===== config.mk =====
export PLATFORM = sky130hd
export DESIGN_NAME = cache_tag_lookup_dm_fa
export DESIGN_NICKNAME = d
export VERILOG_FILES = /design/src/rtl/core/ctag_pkg.sv /design/src/rtl/core/cache_tag_lookup_dm_fa.sv /design/src/rtl/core/ctag_ctrl.sv /design/src/rtl/core/ctag_dpath.sv
export SDC_FILE = /design/constraint.sdc
export NUM_CORES = 1
export LEC_CHECK = 0
export BUFFER_PORTS_ARGS = -buffer_cell sky130_fd_sc_hd__buf_2
export CORE_MARGIN = 2
export CORE_UTILIZATION = 56
export CTS_CLUSTER_SIZE = 30
export DETAILED_ROUTE_END_ITERATION = 7
export PLACE_DENSITY = 0.78
export SETUP_SLACK_MARGIN = 0.3
export SLEW_MARGIN = 20
export SYNTH_ARGS = -nofsm -noshare
export SYNTH_HDL_FRONTEND = slang
export SYNTH_SLANG_ARGS = --single-unit

===== constraint.sdc =====
create_clock -name clock -period 15.5 [get_ports clock]
set_clock_uncertainty 0.1 [all_clocks]
set_input_delay 0.775 -clock clock [delete_from_list [all_inputs] [get_ports clock]]
set_output_delay 0.775 -clock clock [all_outputs]
set_load 0.05 [all_outputs]

===== src/rtl/core/ctag_pkg.sv =====
// ctag_pkg: shared types and constants for the cache tag lookup block
// used by ctag_ctrl, ctag_dpath and cache_tag_lookup_dm_fa
// no dependencies
package ctag_pkg;

   localparam int LINES_DEF      = 8;
   localparam int COUNT_BITS_DEF = 16;

   localparam int ADDR_W     = 16;
   localparam int BLOCK_W    = 6;
   localparam int OFFSET_W   = 2;
   localparam int LINE_OUT_W = 3;
   localparam int HITS_OUT_W = 16;
   localparam int BLOCKS     = 1 << BLOCK_W;

   localparam logic MODE_DIRECT = 1'b0;
   localparam logic MODE_ASSOC  = 1'b1;

   typedef enum logic [1:0] {
      ST_IDLE,
      ST_LOOKUP,
      ST_UPDATE,
      ST_RESPOND
   } state_type;

   typedef struct packed {
      logic load;     // capture address, clear scan state
      logic err_rsp;  // load a range error result
      logic scan;     // examine one directory entry
      logic update;   // write back the chosen line, load the result
   } cmd_type;

   typedef struct packed {
      logic range_err;
      logic scan_done;
   } status_type;

endpackage


===== src/rtl/core/cache_tag_lookup_dm_fa.sv =====
// cache_tag_lookup_dm_fa: cache tag directory with direct mapped and fully
// associative lookup. an item steps through load, directory scan (one directory entry read
// per cycle fully associative, a single read direct mapped), update and result; a range
// error goes straight from load to the result. next item can be taken the cycle after the
// strobe. results cannot be stalled.
// reset (synchronous) invalidates all lines and selects direct mapped mode.
module cache_tag_lookup_dm_fa #(
   parameter int LINES      = ctag_pkg::LINES_DEF,
   parameter int COUNT_BITS = ctag_pkg::COUNT_BITS_DEF
) (
   input  logic                              clock,
   input  logic                              reset,
   input  logic                              start,
   output logic                              busy,
   input  logic [ctag_pkg::ADDR_W-1:0]       req_address,
   output logic                              rsp_valid,
   output logic                              rsp_hit,
   output logic                              rsp_replaced,
   output logic [ctag_pkg::LINE_OUT_W-1:0]   rsp_line_used,
   output logic [ctag_pkg::HITS_OUT_W-1:0]   rsp_line_hits,
   output logic [ctag_pkg::BLOCK_W-1:0]      rsp_block_number,
   output logic [ctag_pkg::OFFSET_W-1:0]     rsp_byte_offset,
   output logic                              rsp_range_error,
   input  logic                              csr_valid,
   output logic                              csr_ready,
   input  logic                              csr_mapping_mode
);
   import ctag_pkg::*;

   cmd_type    cmd;
   status_type status;

   assign csr_ready = !busy;

   ctag_ctrl u_ctrl (
      .clock     (clock),
      .reset     (reset),
      .start     (start),
      .busy      (busy),
      .rsp_valid (rsp_valid),
      .cmd       (cmd),
      .status    (status)
   );

   ctag_dpath #(
      .LINES      (LINES),
      .COUNT_BITS (COUNT_BITS)
   ) u_dpath (
      .clock            (clock),
      .reset            (reset),
      .cmd              (cmd),
      .status           (status),
      .req_address      (req_address),
      .csr_write        (csr_valid && csr_ready),
      .csr_mapping_mode (csr_mapping_mode),
      .rsp_hit          (rsp_hit),
      .rsp_replaced     (rsp_replaced),
      .rsp_line_used    (rsp_line_used),
      .rsp_line_hits    (rsp_line_hits),
      .rsp_block_number (rsp_block_number),
      .rsp_byte_offset  (rsp_byte_offset),
      .rsp_range_error  (rsp_range_error)
   );

endmodule


===== src/rtl/core/ctag_ctrl.sv =====
// ctag_ctrl: sequencing state machine for the cache tag lookup
// drives ctag_dpath through cmd_type, reads status_type; uses ctag_pkg
module ctag_ctrl (
   input  logic                  clock,
   input  logic                  reset,
   input  logic                  start,
   output logic                  busy,
   output logic                  rsp_valid,
   output ctag_pkg::cmd_type     cmd,
   input  ctag_pkg::status_type  status
);
   import ctag_pkg::*;

   state_type state_ff;
   state_type state_in;

   always_ff @(posedge clock) begin
      if (reset) begin
         state_ff <= ST_IDLE;
      end else begin
         state_ff <= state_in;
      end
   end

   always_comb begin
      state_in    = state_ff;
      cmd         = '0;
      busy        = 1'b1;
      rsp_valid   = 1'b0;
      case (state_ff)
         ST_IDLE: begin
            busy = 1'b0;
            if (start) begin
               cmd.load = 1'b1;
               if (status.range_err) begin
                  cmd.err_rsp = 1'b1;
                  state_in    = ST_RESPOND;
               end else begin
                  state_in = ST_LOOKUP;
               end
            end
         end
         ST_LOOKUP: begin
            cmd.scan = 1'b1;
            if (status.scan_done) begin
               state_in = ST_UPDATE;
            end
         end
         ST_UPDATE: begin
            cmd.update = 1'b1;
            state_in   = ST_RESPOND;
         end
         ST_RESPOND: begin
            rsp_valid = 1'b1;
            state_in  = ST_IDLE;
         end
         default: begin
            state_in = ST_IDLE;
         end
      endcase
   end

   a_strobe_single: assert property (@(posedge clock) disable iff (reset)
      rsp_valid |=> !rsp_valid)
      else $error("result strobe held longer than one cycle");

   a_accept_goes_busy: assert property (@(posedge clock) disable iff (reset)
      (start && !busy) |=> busy)
      else $error("accepted item did not make the block busy");

   a_update_then_strobe: assert property (@(posedge clock) disable iff (reset)
      cmd.update |=> rsp_valid)
      else $error("directory update not followed by a result");

endmodule


===== src/rtl/core/ctag_dpath.sv =====
// ctag_dpath: tag directory, scan registers and result registers
// stepped by ctag_ctrl through cmd_type; uses ctag_pkg
module ctag_dpath #(
   parameter int LINES      = ctag_pkg::LINES_DEF,
   parameter int COUNT_BITS = ctag_pkg::COUNT_BITS_DEF
) (
   input  logic                                 clock,
   input  logic                                 reset,
   input  ctag_pkg::cmd_type                    cmd,
   output ctag_pkg::status_type                 status,
   input  logic [ctag_pkg::ADDR_W-1:0]          req_address,
   input  logic                                 csr_write,
   input  logic                                 csr_mapping_mode,
   output logic                                 rsp_hit,
   output logic                                 rsp_replaced,
   output logic [ctag_pkg::LINE_OUT_W-1:0]      rsp_line_used,
   output logic [ctag_pkg::HITS_OUT_W-1:0]      rsp_line_hits,
   output logic [ctag_pkg::BLOCK_W-1:0]         rsp_block_number,
   output logic [ctag_pkg::OFFSET_W-1:0]        rsp_byte_offset,
   output logic                                 rsp_range_error
);
   import ctag_pkg::*;

   localparam int IDX_W = $clog2(LINES);

   // directory
   logic                  line_valid_ff [LINES];
   logic [BLOCK_W-1:0]    line_tag_ff   [LINES];
   logic [COUNT_BITS-1:0] line_count_ff [LINES];

   logic                  mode_ff;
   logic [BLOCK_W-1:0]    block_ff;
   logic [OFFSET_W-1:0]   offset_ff;
   logic [IDX_W-1:0]      scan_ff;
   logic                  hit_found_ff;
   logic [IDX_W-1:0]      hit_idx_ff;
   logic                  empty_found_ff;
   logic [IDX_W-1:0]      empty_idx_ff;
   logic [IDX_W-1:0]      low_idx_ff;
   logic [COUNT_BITS-1:0] low_cnt_ff;

   logic                  rsp_hit_ff;
   logic                  rsp_replaced_ff;
   logic [LINE_OUT_W-1:0] rsp_line_ff;
   logic [HITS_OUT_W-1:0] rsp_hits_ff;
   logic [BLOCK_W-1:0]    rsp_block_ff;
   logic [OFFSET_W-1:0]   rsp_offset_ff;
   logic                  rsp_err_ff;

   // constant split of the block number into direct mapped line and tag
   logic [IDX_W-1:0]      dm_line_tab [BLOCKS];
   logic [BLOCK_W-1:0]    dm_tag_tab  [BLOCKS];

   genvar g;
   generate
      for (g = 0; g < BLOCKS; g++) begin : g_dm_tab
         assign dm_line_tab[g] = IDX_W'(g % LINES);
         assign dm_tag_tab[g]  = BLOCK_W'(g / LINES);
      end
   endgenerate

   logic [IDX_W-1:0]            dm_line;
   logic [BLOCK_W-1:0]          tag_cmp;
   logic [IDX_W-1:0]            sel_idx;
   logic [IDX_W-1:0]            rd_idx;
   logic                        rd_valid;
   logic [BLOCK_W-1:0]          rd_tag;
   logic [COUNT_BITS-1:0]       rd_count;
   logic                        rd_match;
   logic [COUNT_BITS-1:0]       new_count;
   logic [IDX_W+LINE_OUT_W-1:0] line_ext;
   logic [COUNT_BITS+HITS_OUT_W-1:0] count_ext;

   assign dm_line = dm_line_tab[block_ff];
   assign tag_cmp = (mode_ff == MODE_ASSOC) ? block_ff : dm_tag_tab[block_ff];

   always_comb begin
      if (hit_found_ff) begin
         sel_idx = hit_idx_ff;
      end else if (mode_ff == MODE_DIRECT) begin
         sel_idx = dm_line;
      end else if (empty_found_ff) begin
         sel_idx = empty_idx_ff;
      end else begin
         sel_idx = low_idx_ff;
      end
   end

   // one directory read port, address chosen by the current step
   always_comb begin
      if (cmd.update) begin
         rd_idx = sel_idx;
      end else if (mode_ff == MODE_ASSOC) begin
         rd_idx = scan_ff;
      end else begin
         rd_idx = dm_line;
      end
   end

   assign rd_valid = line_valid_ff[rd_idx];
   assign rd_tag   = line_tag_ff[rd_idx];
   assign rd_count = line_count_ff[rd_idx];
   assign rd_match = rd_valid && (rd_tag == tag_cmp);

   always_comb begin
      if (!hit_found_ff) begin
         new_count = '0;
      end else if (rd_count == {COUNT_BITS{1'b1}}) begin
         new_count = rd_count;
      end else begin
         new_count = rd_count + COUNT_BITS'(1);
      end
   end

   assign line_ext  = (IDX_W+LINE_OUT_W)'(sel_idx);
   assign count_ext = (COUNT_BITS+HITS_OUT_W)'(new_count);

   assign status.range_err = |req_address[ADDR_W-1:BLOCK_W+OFFSET_W];
   assign status.scan_done = (mode_ff == MODE_DIRECT) || (scan_ff == IDX_W'(LINES-1));

   always_ff @(posedge clock) begin
      if (reset) begin
         mode_ff <= MODE_DIRECT;
      end else if (csr_write) begin
         mode_ff <= csr_mapping_mode;
      end
   end

   always_ff @(posedge clock) begin
      if (reset) begin
         for (int i = 0; i < LINES; i++) begin
            line_valid_ff[i] <= 1'b0;
         end
      end else if (cmd.update) begin
         line_valid_ff[sel_idx] <= 1'b1;
      end
   end

   always_ff @(posedge clock) begin
      if (cmd.update) begin
         line_count_ff[sel_idx] <= new_count;
         if (!hit_found_ff) begin
            line_tag_ff[sel_idx] <= tag_cmp;
         end
      end
   end

   // scan registers
   always_ff @(posedge clock) begin
      if (cmd.load) begin
         block_ff       <= req_address[BLOCK_W+OFFSET_W-1:OFFSET_W];
         offset_ff      <= req_address[OFFSET_W-1:0];
         scan_ff        <= '0;
         hit_found_ff   <= 1'b0;
         empty_found_ff <= 1'b0;
      end else if (cmd.scan) begin
         scan_ff <= scan_ff + IDX_W'(1);
         if (rd_match && !hit_found_ff) begin
            hit_found_ff <= 1'b1;
            hit_idx_ff   <= rd_idx;
         end
         if (!rd_valid && !empty_found_ff) begin
            empty_found_ff <= 1'b1;
            empty_idx_ff   <= rd_idx;
         end
         // lowest count so far, ties stay on the lower index
         if (scan_ff == '0) begin
            low_idx_ff <= rd_idx;
            low_cnt_ff <= rd_count;
         end else if (rd_valid && (rd_count < low_cnt_ff)) begin
            low_idx_ff <= rd_idx;
            low_cnt_ff <= rd_count;
         end
      end
   end

   // result registers
   always_ff @(posedge clock) begin
      if (cmd.err_rsp) begin
         rsp_hit_ff      <= 1'b0;
         rsp_replaced_ff <= 1'b0;
         rsp_line_ff     <= '0;
         rsp_hits_ff     <= '0;
         rsp_block_ff    <= '0;
         rsp_offset_ff   <= '0;
         rsp_err_ff      <= 1'b1;
      end else if (cmd.update) begin
         rsp_hit_ff      <= hit_found_ff;
         rsp_replaced_ff <= !hit_found_ff;
         rsp_line_ff     <= line_ext[LINE_OUT_W-1:0];
         rsp_hits_ff     <= count_ext[HITS_OUT_W-1:0];
         rsp_block_ff    <= block_ff;
         rsp_offset_ff   <= offset_ff;
         rsp_err_ff      <= 1'b0;
      end
   end

   assign rsp_hit          = rsp_hit_ff;
   assign rsp_replaced     = rsp_replaced_ff;
   assign rsp_line_used    = rsp_line_ff;
   assign rsp_line_hits    = rsp_hits_ff;
   assign rsp_block_number = rsp_block_ff;
   assign rsp_byte_offset  = rsp_offset_ff;
   assign rsp_range_error  = rsp_err_ff;

   a_line_valid_after_update: assert property (@(posedge clock) disable iff (reset)
      cmd.update |=> line_valid_ff[$past(sel_idx)])
      else $error("updated line not marked valid");

endmodule


==> results of run 1 <==
worst register-to-register path: stages, from the launching register on:
cell       delay, ns
dfxtp_1         0.33
inv_1           0.10
ha_2            0.17
buf_4           0.51
nor4b_2         0.64
a211oi_4        0.18
nand2_2         0.43
clkinv_2        0.55
mux2i_1         0.25
a221o_1         0.40
nor2_1          0.24
ha_1            0.23
inv_1           0.07
a2111oi_1       0.31
buf_4           0.23
nand3_1         0.14
or4_1           0.68
and3_1          0.28
nor3_1          0.55
how the worst max path moves through the flow:
stage	from	to	slack (ns)
floorplan	u_ctrl.state_ff[0]$_SDFFE_PP0P_	u_dpath.low_cnt_ff[0]$_DFFE_PP_	10.21
global placement	u_ctrl.state_ff[0]$_SDFFE_PP0P_	u_dpath.line_count_ff[2][6]$_DFFE_PP_	9.20
detailed placement	u_ctrl.state_ff[0]$_SDFFE_PP0P_	u_dpath.line_count_ff[2][6]$_DFFE_PP_	8.91
CTS	u_ctrl.state_ff[0]$_SDFFE_PP0P_	u_dpath.line_count_ff[4][6]$_DFFE_PP_	8.88
global route	u_ctrl.state_ff[0]$_SDFFE_PP0P_	u_dpath.line_count_ff[1][7]$_DFFE_PP_	8.49
finish	u_ctrl.state_ff[0]$_SDFFE_PP0P_	u_dpath.line_count_ff[4][6]$_DFFE_PP_	8.81
metal layers:
layer | global-route usage | vias up | wire length (µm) | share of wire
met5 | 0 | - | 0 | 0
met4 | 0.0957 | 0 | 943 | 0.033
met3 | 0.0438 | 65 | 2790 | 0.098
met2 | 0.416 | 481 | 13100 | 0.46
met1 | 0.367 | 3845 | 11600 | 0.41
li1 | - | 3606 | - | -
area by class of cell:
| class | count | area [µm²] |
|---|---|---|
| repair buffers | 76 | 435 |
| well taps | 270 | 338 |
| multi-input cells | 570 | 3990 |
| flip-flops and latches | 255 | 7200 |
| inverters | 33 | 130 |
| clock buffers | 37 | 744 |
| clock inverters | 11 | 78.8 |
| fillers | 1443 | 7320 |
flip-flops by register name (all words and copies together), names as in the netlist:
register                  flops
u_ctrl.state_ff               2
u_dpath.line_valid_ff         8
u_dpath.line_tag_ff          48
u_dpath.hit_found_ff          1
u_dpath.rsp_byte_offset       2
u_dpath.rsp_range_error       1
u_dpath.empty_idx_ff          3
u_dpath.block_ff              6
u_dpath.empty_found_ff        1
u_dpath.rsp_block_number      6
u_dpath.rsp_replaced          1
u_dpath.rsp_hit               1
u_dpath.scan_ff               3
u_dpath.low_cnt_ff           16
u_dpath.rsp_line_used         3
u_dpath.mode_ff               1
u_dpath.low_idx_ff            3
u_dpath.line_count_ff       128
u_dpath.rsp_line_hits        16
u_dpath.hit_idx_ff            3
u_dpath.offset_ff             2
cells by family after synthesis:
logic type,Yosys count,share of synthesized area
fa+ha+maj,23,0.0250
simple gates,272,0.122
buf+inv,82,0.0299
xor+xnor,8,0.00609
compound gates,202,0.132
mux,65,0.0599
flops,255,0.625
layout by cell type, fill, tap and decap left out, types with 4 or more instances in the layout:
master / n
clkbuf_1: 8
mux2_2: 11
nor3_1: 18
buf_2: 53
nor2b_1: 4
o211ai_1: 16
clkbuf_16: 28
edfxtp_1: 209
a21o_1: 4
nor2_1: 65
nor4_1: 5
nand3_1: 21
or4_1: 7
o32ai_1: 13
a211oi_1: 23
a32o_1: 5
a211o_1: 6
buf_4: 22
xnor2_1: 5
mux2i_1: 49
a21boi_0: 12
o21ai_0: 43
and4b_1: 4
nand4_1: 7
inv_1: 30
nand2b_1: 13
a21oi_1: 20
a32oi_1: 6
o32a_1: 9
and3_1: 31
clkinv_1: 6
o31ai_1: 6
and2_1: 5
a31oi_1: 7
a221oi_2: 5
dfxtp_1: 46
a221oi_1: 7
nand2_1: 66
ha_1: 22
metrics by stage:
stage / util / worst slack, ns
2_1_floorplan: - / 10.21
3_3_place_gp: 0.597 / 9.20
3_5_place_dp: 0.597 / 8.91
4_1_cts: 0.638 / 8.88
5_1_grt: 0.638 / 8.49
6_report: 0.638 / 8.81
power by group through the flow:
stage                     Clock [mW]  Combinational [mW]  Sequential (mW)
final                          0.601                1.20            0.907
after global routing           0.629                1.29            0.916
after CTS                      0.604                1.17            0.907
after detailed placement           0                1.16            0.920
after global placement             0                1.14            0.918
after floorplan                    0               0.789            0.967
==> flow_summary.ini, run 1 <==
[sta]
hold_ws_ns = 0.323
worst_slew_pin_slew_ns = 1.11
slew_headroom = 0.260
hold_violations = 0
rsz0062_at_grt = false
finalCriticalPeriod_ns = 6.69
setup_viol_count_final = 0
max_clock_freq_mhz = 150
period_share = 0.431
finalSetupTns_ns = 0
maxSlewViolCount = 0

[logic_synthesis]
synth.avg_cell_area_um2 = 12.7
yosysTopAreaCell = edfxtp_1
async_flop_share = 0
ys.flop_type = edfxtp_1
yosysMostFrequentCell = edfxtp_1
synthesis.nets = 951
syn_area_mm2 = 0.0115
synth_top_area_frac = 0.545
synth_seq_cells = 255
yosysUniqueCellTypes = 79
syn_inst = 907
ys_top_cells_by_area = edfxtp_1, dfxtp_1, mux2i_1
synth.yosys.warnings = 0
ys_seq_area_frac = 0.625
synth_common_cells = edfxtp_1, nand2_1, nor2_1
synth_edf_count = 209

[pwr]
vdd_drop_max_uv = 80.9
totalPowerFinal_mw = 2.71
power_frac_seq = 0.335
leakage_nw = 4.73
p_per_area_mw_per_mm2 = 210
switching_share = 0.410
internal_power_mw = 1.60
power.switching_mw = 1.11
combPwrFrac = 0.443
power.share.clock = 0.222

[cts]
cts_resized = 0
clkSinkCount = 255
cts-buffers-inserted = 26
clkLatencyLatePin_ns = 0.53
clk_pin_slew_worst_paths_ns = 0.06
post_cts_buffers = 0
ctsHoldBuffers = 0
cts_tree = built
cts_root_buffer = clkbuf_16
clk_path_buf_depth = 3
cts_max_level = 1

[layout]
fin_cells = 1252
stdcell_area_mm2 = 0.0129
n_antenna_cell = 0
synthToLayoutAreaGrowth_pct = 12.1
drive_gt1_frac = 0.153
nNetsFinal = 1006

[die]
num_rows = 52
die_w_um = 147
die-area_mm2 = 0.0217
start_util = 0.569
core_mm2 = 0.0202
die_h_um = 147
pin_count = 54

[setup_path]
critical_path_class = flip-flop to flip-flop
worstPathMaxFanout = 61
ff2ff_setup_slack_ns = 8.81
crit_family = simple AND/OR/NAND/NOR gates
crit_path_max_incr_delay_ns = 0.68
r2r-end = u_dpath.line_count_ff[4][6]$_DFFE_PP_
reg2regPathDepth = 18
cp.required_ns = 15.64
path_buf_inv = 5
path_cells = inv_1 -> ha_2 -> buf_4 -> nor4b_2 -> a211oi_4 -> nand2_2 -> clkinv_2 -> mux2i_1 -> a221o_1 -> nor2_1 -> ha_1 -> inv_1 -> a2111oi_1 -> buf_4 -> nand3_1 -> or4_1 -> and3_1 -> nor3_1
cp-end-kind = flip-flop
critPathLaunchType = flip-flop
crit_arrival_ns = 6.82
slowest_stage = or4_1
path_depth = 18
timing.rr.start = u_ctrl.state_ff[0]$_SDFFE_PP0P_

[global_route]
grt_pass1_vias = 7677
grt_max_degree = 62
antenna_found_initial = 0
grt_pass1_wl_mm = 43.8
overflow = 0
grt.total_usage = 0.261

[placed_design]
routabilityCongestion = 0.881
dp_cells = 1203
dp.final_hpwl_mm = 18.5
numPortBuffers = 53
placedInstanceArea_mm2 = 0.0121

[hold_path]
whs_path_depth = 1
hp-class = input port to flip-flop
worstHoldStart = req_address[0]
hold_path_end = u_dpath.offset_ff[0]$_DFFE_PP_

[detailed_routing]
drc_errors = 0
routed_via_density = 6.39
postRouteAntennaNets = 0
drtPass1Iterations = 5
avgRoutedWirePerCell_um = 22.7
drtIter0Drc = 955
wl_mm = 28.4
vias = 7997

[flow_run]
drv_cap = 0

[run_status]
run_status = finished clean
(Power assumes the default switching activity.)
==> inputs of run 2 (changes only) <==
--- a/config.mk
+++ b/config.mk
@@ -7,10 +7,10 @@
 export LEC_CHECK = 0
 export BUFFER_PORTS_ARGS = -buffer_cell sky130_fd_sc_hd__buf_2
 export CORE_MARGIN = 2
-export CORE_UTILIZATION = 56
+export CORE_UTILIZATION = 55
 export CTS_CLUSTER_SIZE = 30
 export DETAILED_ROUTE_END_ITERATION = 7
-export PLACE_DENSITY = 0.78
+export PLACE_DENSITY = 0.79
 export SETUP_SLACK_MARGIN = 0.3
 export SLEW_MARGIN = 20
 export SYNTH_ARGS = -nofsm -noshare
==> constraint.sdc (replaced) <==
create_clock -name clock -period 5.8 [get_ports clock]
set_clock_uncertainty 0.1 [all_clocks]
set_input_delay 0.29 -clock clock [delete_from_list [all_inputs] [get_ports clock]]
set_output_delay 0.29 -clock clock [all_outputs]
set_load 0.05 [all_outputs]
==> flow_summary.ini, run 2 (same netlist as run 1, synthesis figures left out) <==
[cts]
clk_pin_slew_worst_paths_ns = 0.06
cts-buffers-inserted = 25
cts_root_buffer = clkbuf_16
clkLatencyLatePin_ns = 0.52
clk_path_buf_depth = 3
clkSinkCount = 255
cts_max_level = 1
post_cts_buffers = 0
cts_tree = built

[layout]
drive_gt1_frac = 0.182
synthToLayoutAreaGrowth_pct = 14.6
n_antenna_cell = 0
largest-register = u_dpath.line_count_ff
reg_top3 = u_dpath.line_count_ff: 128 flops, u_dpath.line_tag_ff: 48 flops
nNetsFinal = 1038
largest_reg_flops = 128
layout_common_cells = edfxtp_1, nand2_1, nor2_1
final_common_cell = edfxtp_1
stdcell_area_mm2 = 0.0132
fin_cells = 1282

[placed_design]
dp_cells = 1226
numPortBuffers = 53
dp.final_hpwl_mm = 19.1
placedInstanceArea_mm2 = 0.0123
routabilityCongestion = 0.952
pre_cts_ws_ns = 0.542

[detailed_routing]
drtIter0Drc = 806
drc_errors = 0
drtPass1Iterations = 6
postRouteAntennaNets = 0
wl_mm = 28.7
routed_via_density = 6.37
vias = 8170
avgRoutedWirePerCell_um = 22.4

[die]
die-area_mm2 = 0.0221
start_util = 0.565
pin_count = 54
die_w_um = 149
die_h_um = 149
core_mm2 = 0.0204
num_rows = 52

[sta]
maxSlewViolCount = 0
max_clock_freq_mhz = 191
rsz0062_at_grt = false
setup_viol_count_final = 0
worst_slew_pin_slew_ns = 1.11
slew_headroom = 0.257
setup_ws_ns = 0.566
period_share = 0.902
finalSetupTns_ns = 0
hold_violations = 0
finalCriticalPeriod_ns = 5.23

[global_route]
grt.total_usage = 0.260
grt_max_degree = 31
antenna_found_initial = 0
grt_pass1_wl_mm = 43.7
overflow = 0
grt_pass1_vias = 7745

[pwr]
totalPowerFinal_mw = 7.37
p_per_area_mw_per_mm2 = 558
vdd_drop_max_uv = 209
leakage_nw = 4.90

[setup_path]
cp.required_ns = 5.93
cp-end-kind = flip-flop
critical_path_class = flip-flop to flip-flop
r2r-end = u_dpath.line_count_ff[7][1]$_DFFE_PP_
critPathLaunchType = flip-flop
ff2ff_setup_slack_ns = 0.57
endpoint = u_dpath.line_count_ff[7][1]$_DFFE_PP_
worstPathMaxFanout = 19
crit_arrival_ns = 5.36
reg2regPathDepth = 15
timing.rr.start = u_dpath.mode_ff$_SDFFE_PP0P_
critPathLaunch = u_dpath.mode_ff$_SDFFE_PP0P_

[run_status]
run_status = finished clean

[hold_path]
hp-class = input port to flip-flop

[flow_run]
drv_cap = 0
## run 2: timing repair
item | CTS | global route
hold endpoints to repair | 9 | 0
resized for setup | 0 | 5
setup endpoints to repair | 0 | 40
hold buffers | 11 | 0
## run 2: how the worst min path moves through the flow
stage / start / end / slack (ns) / depth (start not counted)
6_report: reset / u_ctrl.state_ff[1]$_SDFFE_PP0P_ / 0.02 / 2
5_1_grt: reset / u_dpath.line_valid_ff[2]$_DFF_P_ / 0.02 / 2
4_1_cts: reset / u_ctrl.state_ff[1]$_SDFFE_PP0P_ / 0.008 / 2
3_5_place_dp: u_dpath.rsp_line_hits[13]$_SDFFE_PP0P_ / u_dpath.rsp_line_hits[13]$_SDFFE_PP0P_ / 0.34 / 2
3_3_place_gp: u_dpath.rsp_line_hits[2]$_SDFFE_PP0P_ / u_dpath.rsp_line_hits[2]$_SDFFE_PP0P_ / 0.33 / 2
2_1_floorplan: reset / u_ctrl.state_ff[0]$_SDFFE_PP0P_ / 0.27 / 1
## run 2: layer usage
metal  track usage  part of all wire  up-vias
met1         0.357              0.40     3916
met3        0.0595              0.11       83
met5             0                 0        -
met2         0.403              0.45      491
li1              -                 -     3680
met4         0.108             0.041        0
## run 2: worst max-delay path, stage by stage (launching register included)
cell,delay [ns]
dfxtp_1,0.69
buf_4,0.30
mux2i_1,0.10
nor2_1,0.47
nor2_2,0.12
clkinv_4,0.19
nor2_1,0.16
a221o_1,0.38
nor2_1,0.23
ha_1,0.21
inv_1,0.06
a2111oi_1,0.40
nand3_1,0.23
nor4_4,0.49
mux2i_1,0.23
nor2_1,0.57
## run 2: cell type report
cell class | instances | area [µm²]
clock buffer | 31 | 689
clock inverter | 14 | 92.6
fill | 1408 | 7170
inverter | 33 | 130
multi-input combinational | 570 | 4020
sequential | 255 | 7200
tap | 270 | 338
timing repair buffer | 109 | 726
## run 2: power breakdown
group / switching, mW / internal [mW] / total, mW / leakage [nW]
clock network: 0.662 / 0.885 / 1.55 / 0.397
registers: 0.116 / 2.32 / 2.44 / 2.31
logic: 2.23 / 1.16 / 3.38 / 2.19
total: 3.01 / 4.36 / 7.37 / 4.90
## run 2: metrics by stage
| stage | hold slack (ns) | utilization |
|---|---|---|
| 2_1_floorplan | 0.269 | - |
| 3_3_place_gp | 0.330 | 0.603 |
| 3_5_place_dp | 0.338 | 0.603 |
| 4_1_cts | 0.00798 | 0.646 |
| 5_1_grt | 0.0230 | 0.648 |
| 6_report | 0.0198 | 0.648 |
==> inputs of run 3 (changes only) <==
--- a/config.mk
+++ b/config.mk
@@ -6,7 +6,8 @@
 export NUM_CORES = 1
 export LEC_CHECK = 0
 export BUFFER_PORTS_ARGS = -buffer_cell sky130_fd_sc_hd__buf_2
-export CORE_MARGIN = 2
+export CORE_ASPECT_RATIO = 1.5
+export CORE_MARGIN = 5
 export CORE_UTILIZATION = 55
 export CTS_CLUSTER_SIZE = 30
 export DETAILED_ROUTE_END_ITERATION = 7
==> constraint.sdc (replaced) <==
create_clock -name clock -period 4.22 [get_ports clock]
set_clock_uncertainty 0.1 [all_clocks]
set_input_delay 0.211 -clock clock [delete_from_list [all_inputs] [get_ports clock]]
set_output_delay 0.211 -clock clock [all_outputs]
set_load 0.05 [all_outputs]
==> flow_summary.ini, run 3 (same netlist as run 1, synthesis figures left out) <==
[global_route]
grt_max_degree = 38
overflow = 0
grt.total_usage = 0.275
grt_use_met3 = 0.0411
grt_pass1_wl_mm = 50.9
grt_most_used_layer = met2
gr-usage-met2 = 0.493
grt_pass1_vias = 9071
gr-usage-met1 = 0.301
antenna_found_initial = 0

[layout]
nNetsFinal = 1180
largest_reg_flops = 128
final_common_cell = edfxtp_1
synthToLayoutAreaGrowth_pct = 31.9
fin_cells = 1417
layout_common_cells = edfxtp_1, buf_4, nand2_1
stdcell_area_mm2 = 0.0152
drive_gt1_frac = 0.352
reg_top3 = u_dpath.line_count_ff: 128 flops, u_dpath.line_tag_ff: 48 flops
final_util = 0.741
largest-register = u_dpath.line_count_ff
n_antenna_cell = 0

[placed_design]
dp_cells = 1297
dp.final_hpwl_mm = 22.2
routabilityCongestion = 0.926
placedInstanceArea_mm2 = 0.0130
pre_cts_ws_ns = -0.101
numPortBuffers = 53

[die]
die_h_um = 187
num_rows = 64
core_mm2 = 0.0205
pin_count = 54
die_w_um = 128
die-area_mm2 = 0.0240
start_util = 0.562

[cts]
clk_pin_slew_worst_paths_ns = 0.06
clkSinkCount = 255
clkLatencyLatePin_ns = 0.52
cts-buffers-inserted = 24
cts_root_buffer = clkbuf_16
cts_max_level = 1
clk_path_buf_depth = 3
cts_tree = built

[setup_path]
worstPathMaxFanout = 8
cp.required_ns = 4.34
cp-end-kind = flip-flop
critPathLaunchType = flip-flop
crit_arrival_ns = 4.48
ff2ff_setup_slack_ns = -0.14
critical_path_class = flip-flop to flip-flop

[pwr]
p_per_area_mw_per_mm2 = 847
leakage_nw = 5.81
totalPowerFinal_mw = 12.9
vdd_drop_max_uv = 585

[sta]
worst_slew_pin_slew_ns = 0.942
slew_headroom = 0.367
finalCriticalPeriod_ns = 4.36
setup_viol_count_final = 48
hold_violations = 0
rsz0062_at_grt = true
period_share = 1.03
setup_ws_ns = -0.144
hold_ws_ns = 0.0695
maxSlewViolCount = 0
max_clock_freq_mhz = 229
finalSetupTns_ns = -3.70

[detailed_routing]
vias = 9195
routed_via_density = 6.49
postRouteAntennaNets = 0
drtIter0Drc = 1069
wl_mm = 36.6
drtPass1Iterations = 6
drc_errors = 0
avgRoutedWirePerCell_um = 25.8

[run_status]
violations = negative setup slack
run_status = finished with violations

[hold_path]
hp-class = input port to flip-flop

[flow_run]
drv_cap = 0
-- run 3: path summary, 6_finish.rpt --
check | depth (start not counted) | from | end
min reg2reg | 2 | u_dpath.rsp_line_hits[10]$_SDFFE_PP0P_ | u_dpath.rsp_line_hits[10]$_SDFFE_PP0P_
min | 4 | start | u_ctrl.state_ff[1]$_SDFFE_PP0P_
max reg2reg | 18 | u_ctrl.state_ff[0]$_SDFFE_PP0P_ | u_dpath.line_count_ff[5][1]$_DFFE_PP_
max | 18 | u_ctrl.state_ff[0]$_SDFFE_PP0P_ | u_dpath.line_count_ff[5][1]$_DFFE_PP_
-- run 3: area by class of cell --
type                    count  area (µm²)
flip-flops and latches    255        7200
fillers                  1212        5310
multi-input cells         570        4730
repair buffers            251        2040
clock buffers              35         673
well taps                 264         330
inverters                  33         144
clock inverters             8        68.8
repair inverters            1        8.76
-- run 3: report_power, final --
part	switching (mW)	internal (mW)
logic	4.36	3.08
clock network	0.911	1.17
registers	0.159	3.19
total	5.43	7.44
-- run 3: what timing repair did --
action,in CTS,in global routing
buffers inserted,38,23
cloned,2,2
endpoints found under the hold margin,19,0
resized for setup,93,69
pin swaps,41,38
setup endpoints to repair,158,164
hold buffers,12,0
-- run 3: critical path: stages (launching register included) --
cell	delay, ns
dfxtp_2	0.34
inv_2	0.05
ha_4	0.18
and3b_2	0.24
a211o_4	0.36
buf_6	0.13
buf_4	0.12
o211ai_1	0.27
o32ai_4	0.13
nor3_2	0.25
ha_2	0.26
inv_2	0.06
a2111oi_4	0.28
nand3_1	0.18
buf_4	0.19
nor4_4	0.32
buf_4	0.22
mux2i_4	0.29
nor2_4	0.10
-- run 3: layer usage --
layer	vias up	routed length, µm
li1	3959	-
met1	4389	11900
met2	611	18500
met3	236	2700
met4	0	3460
met5	-	0
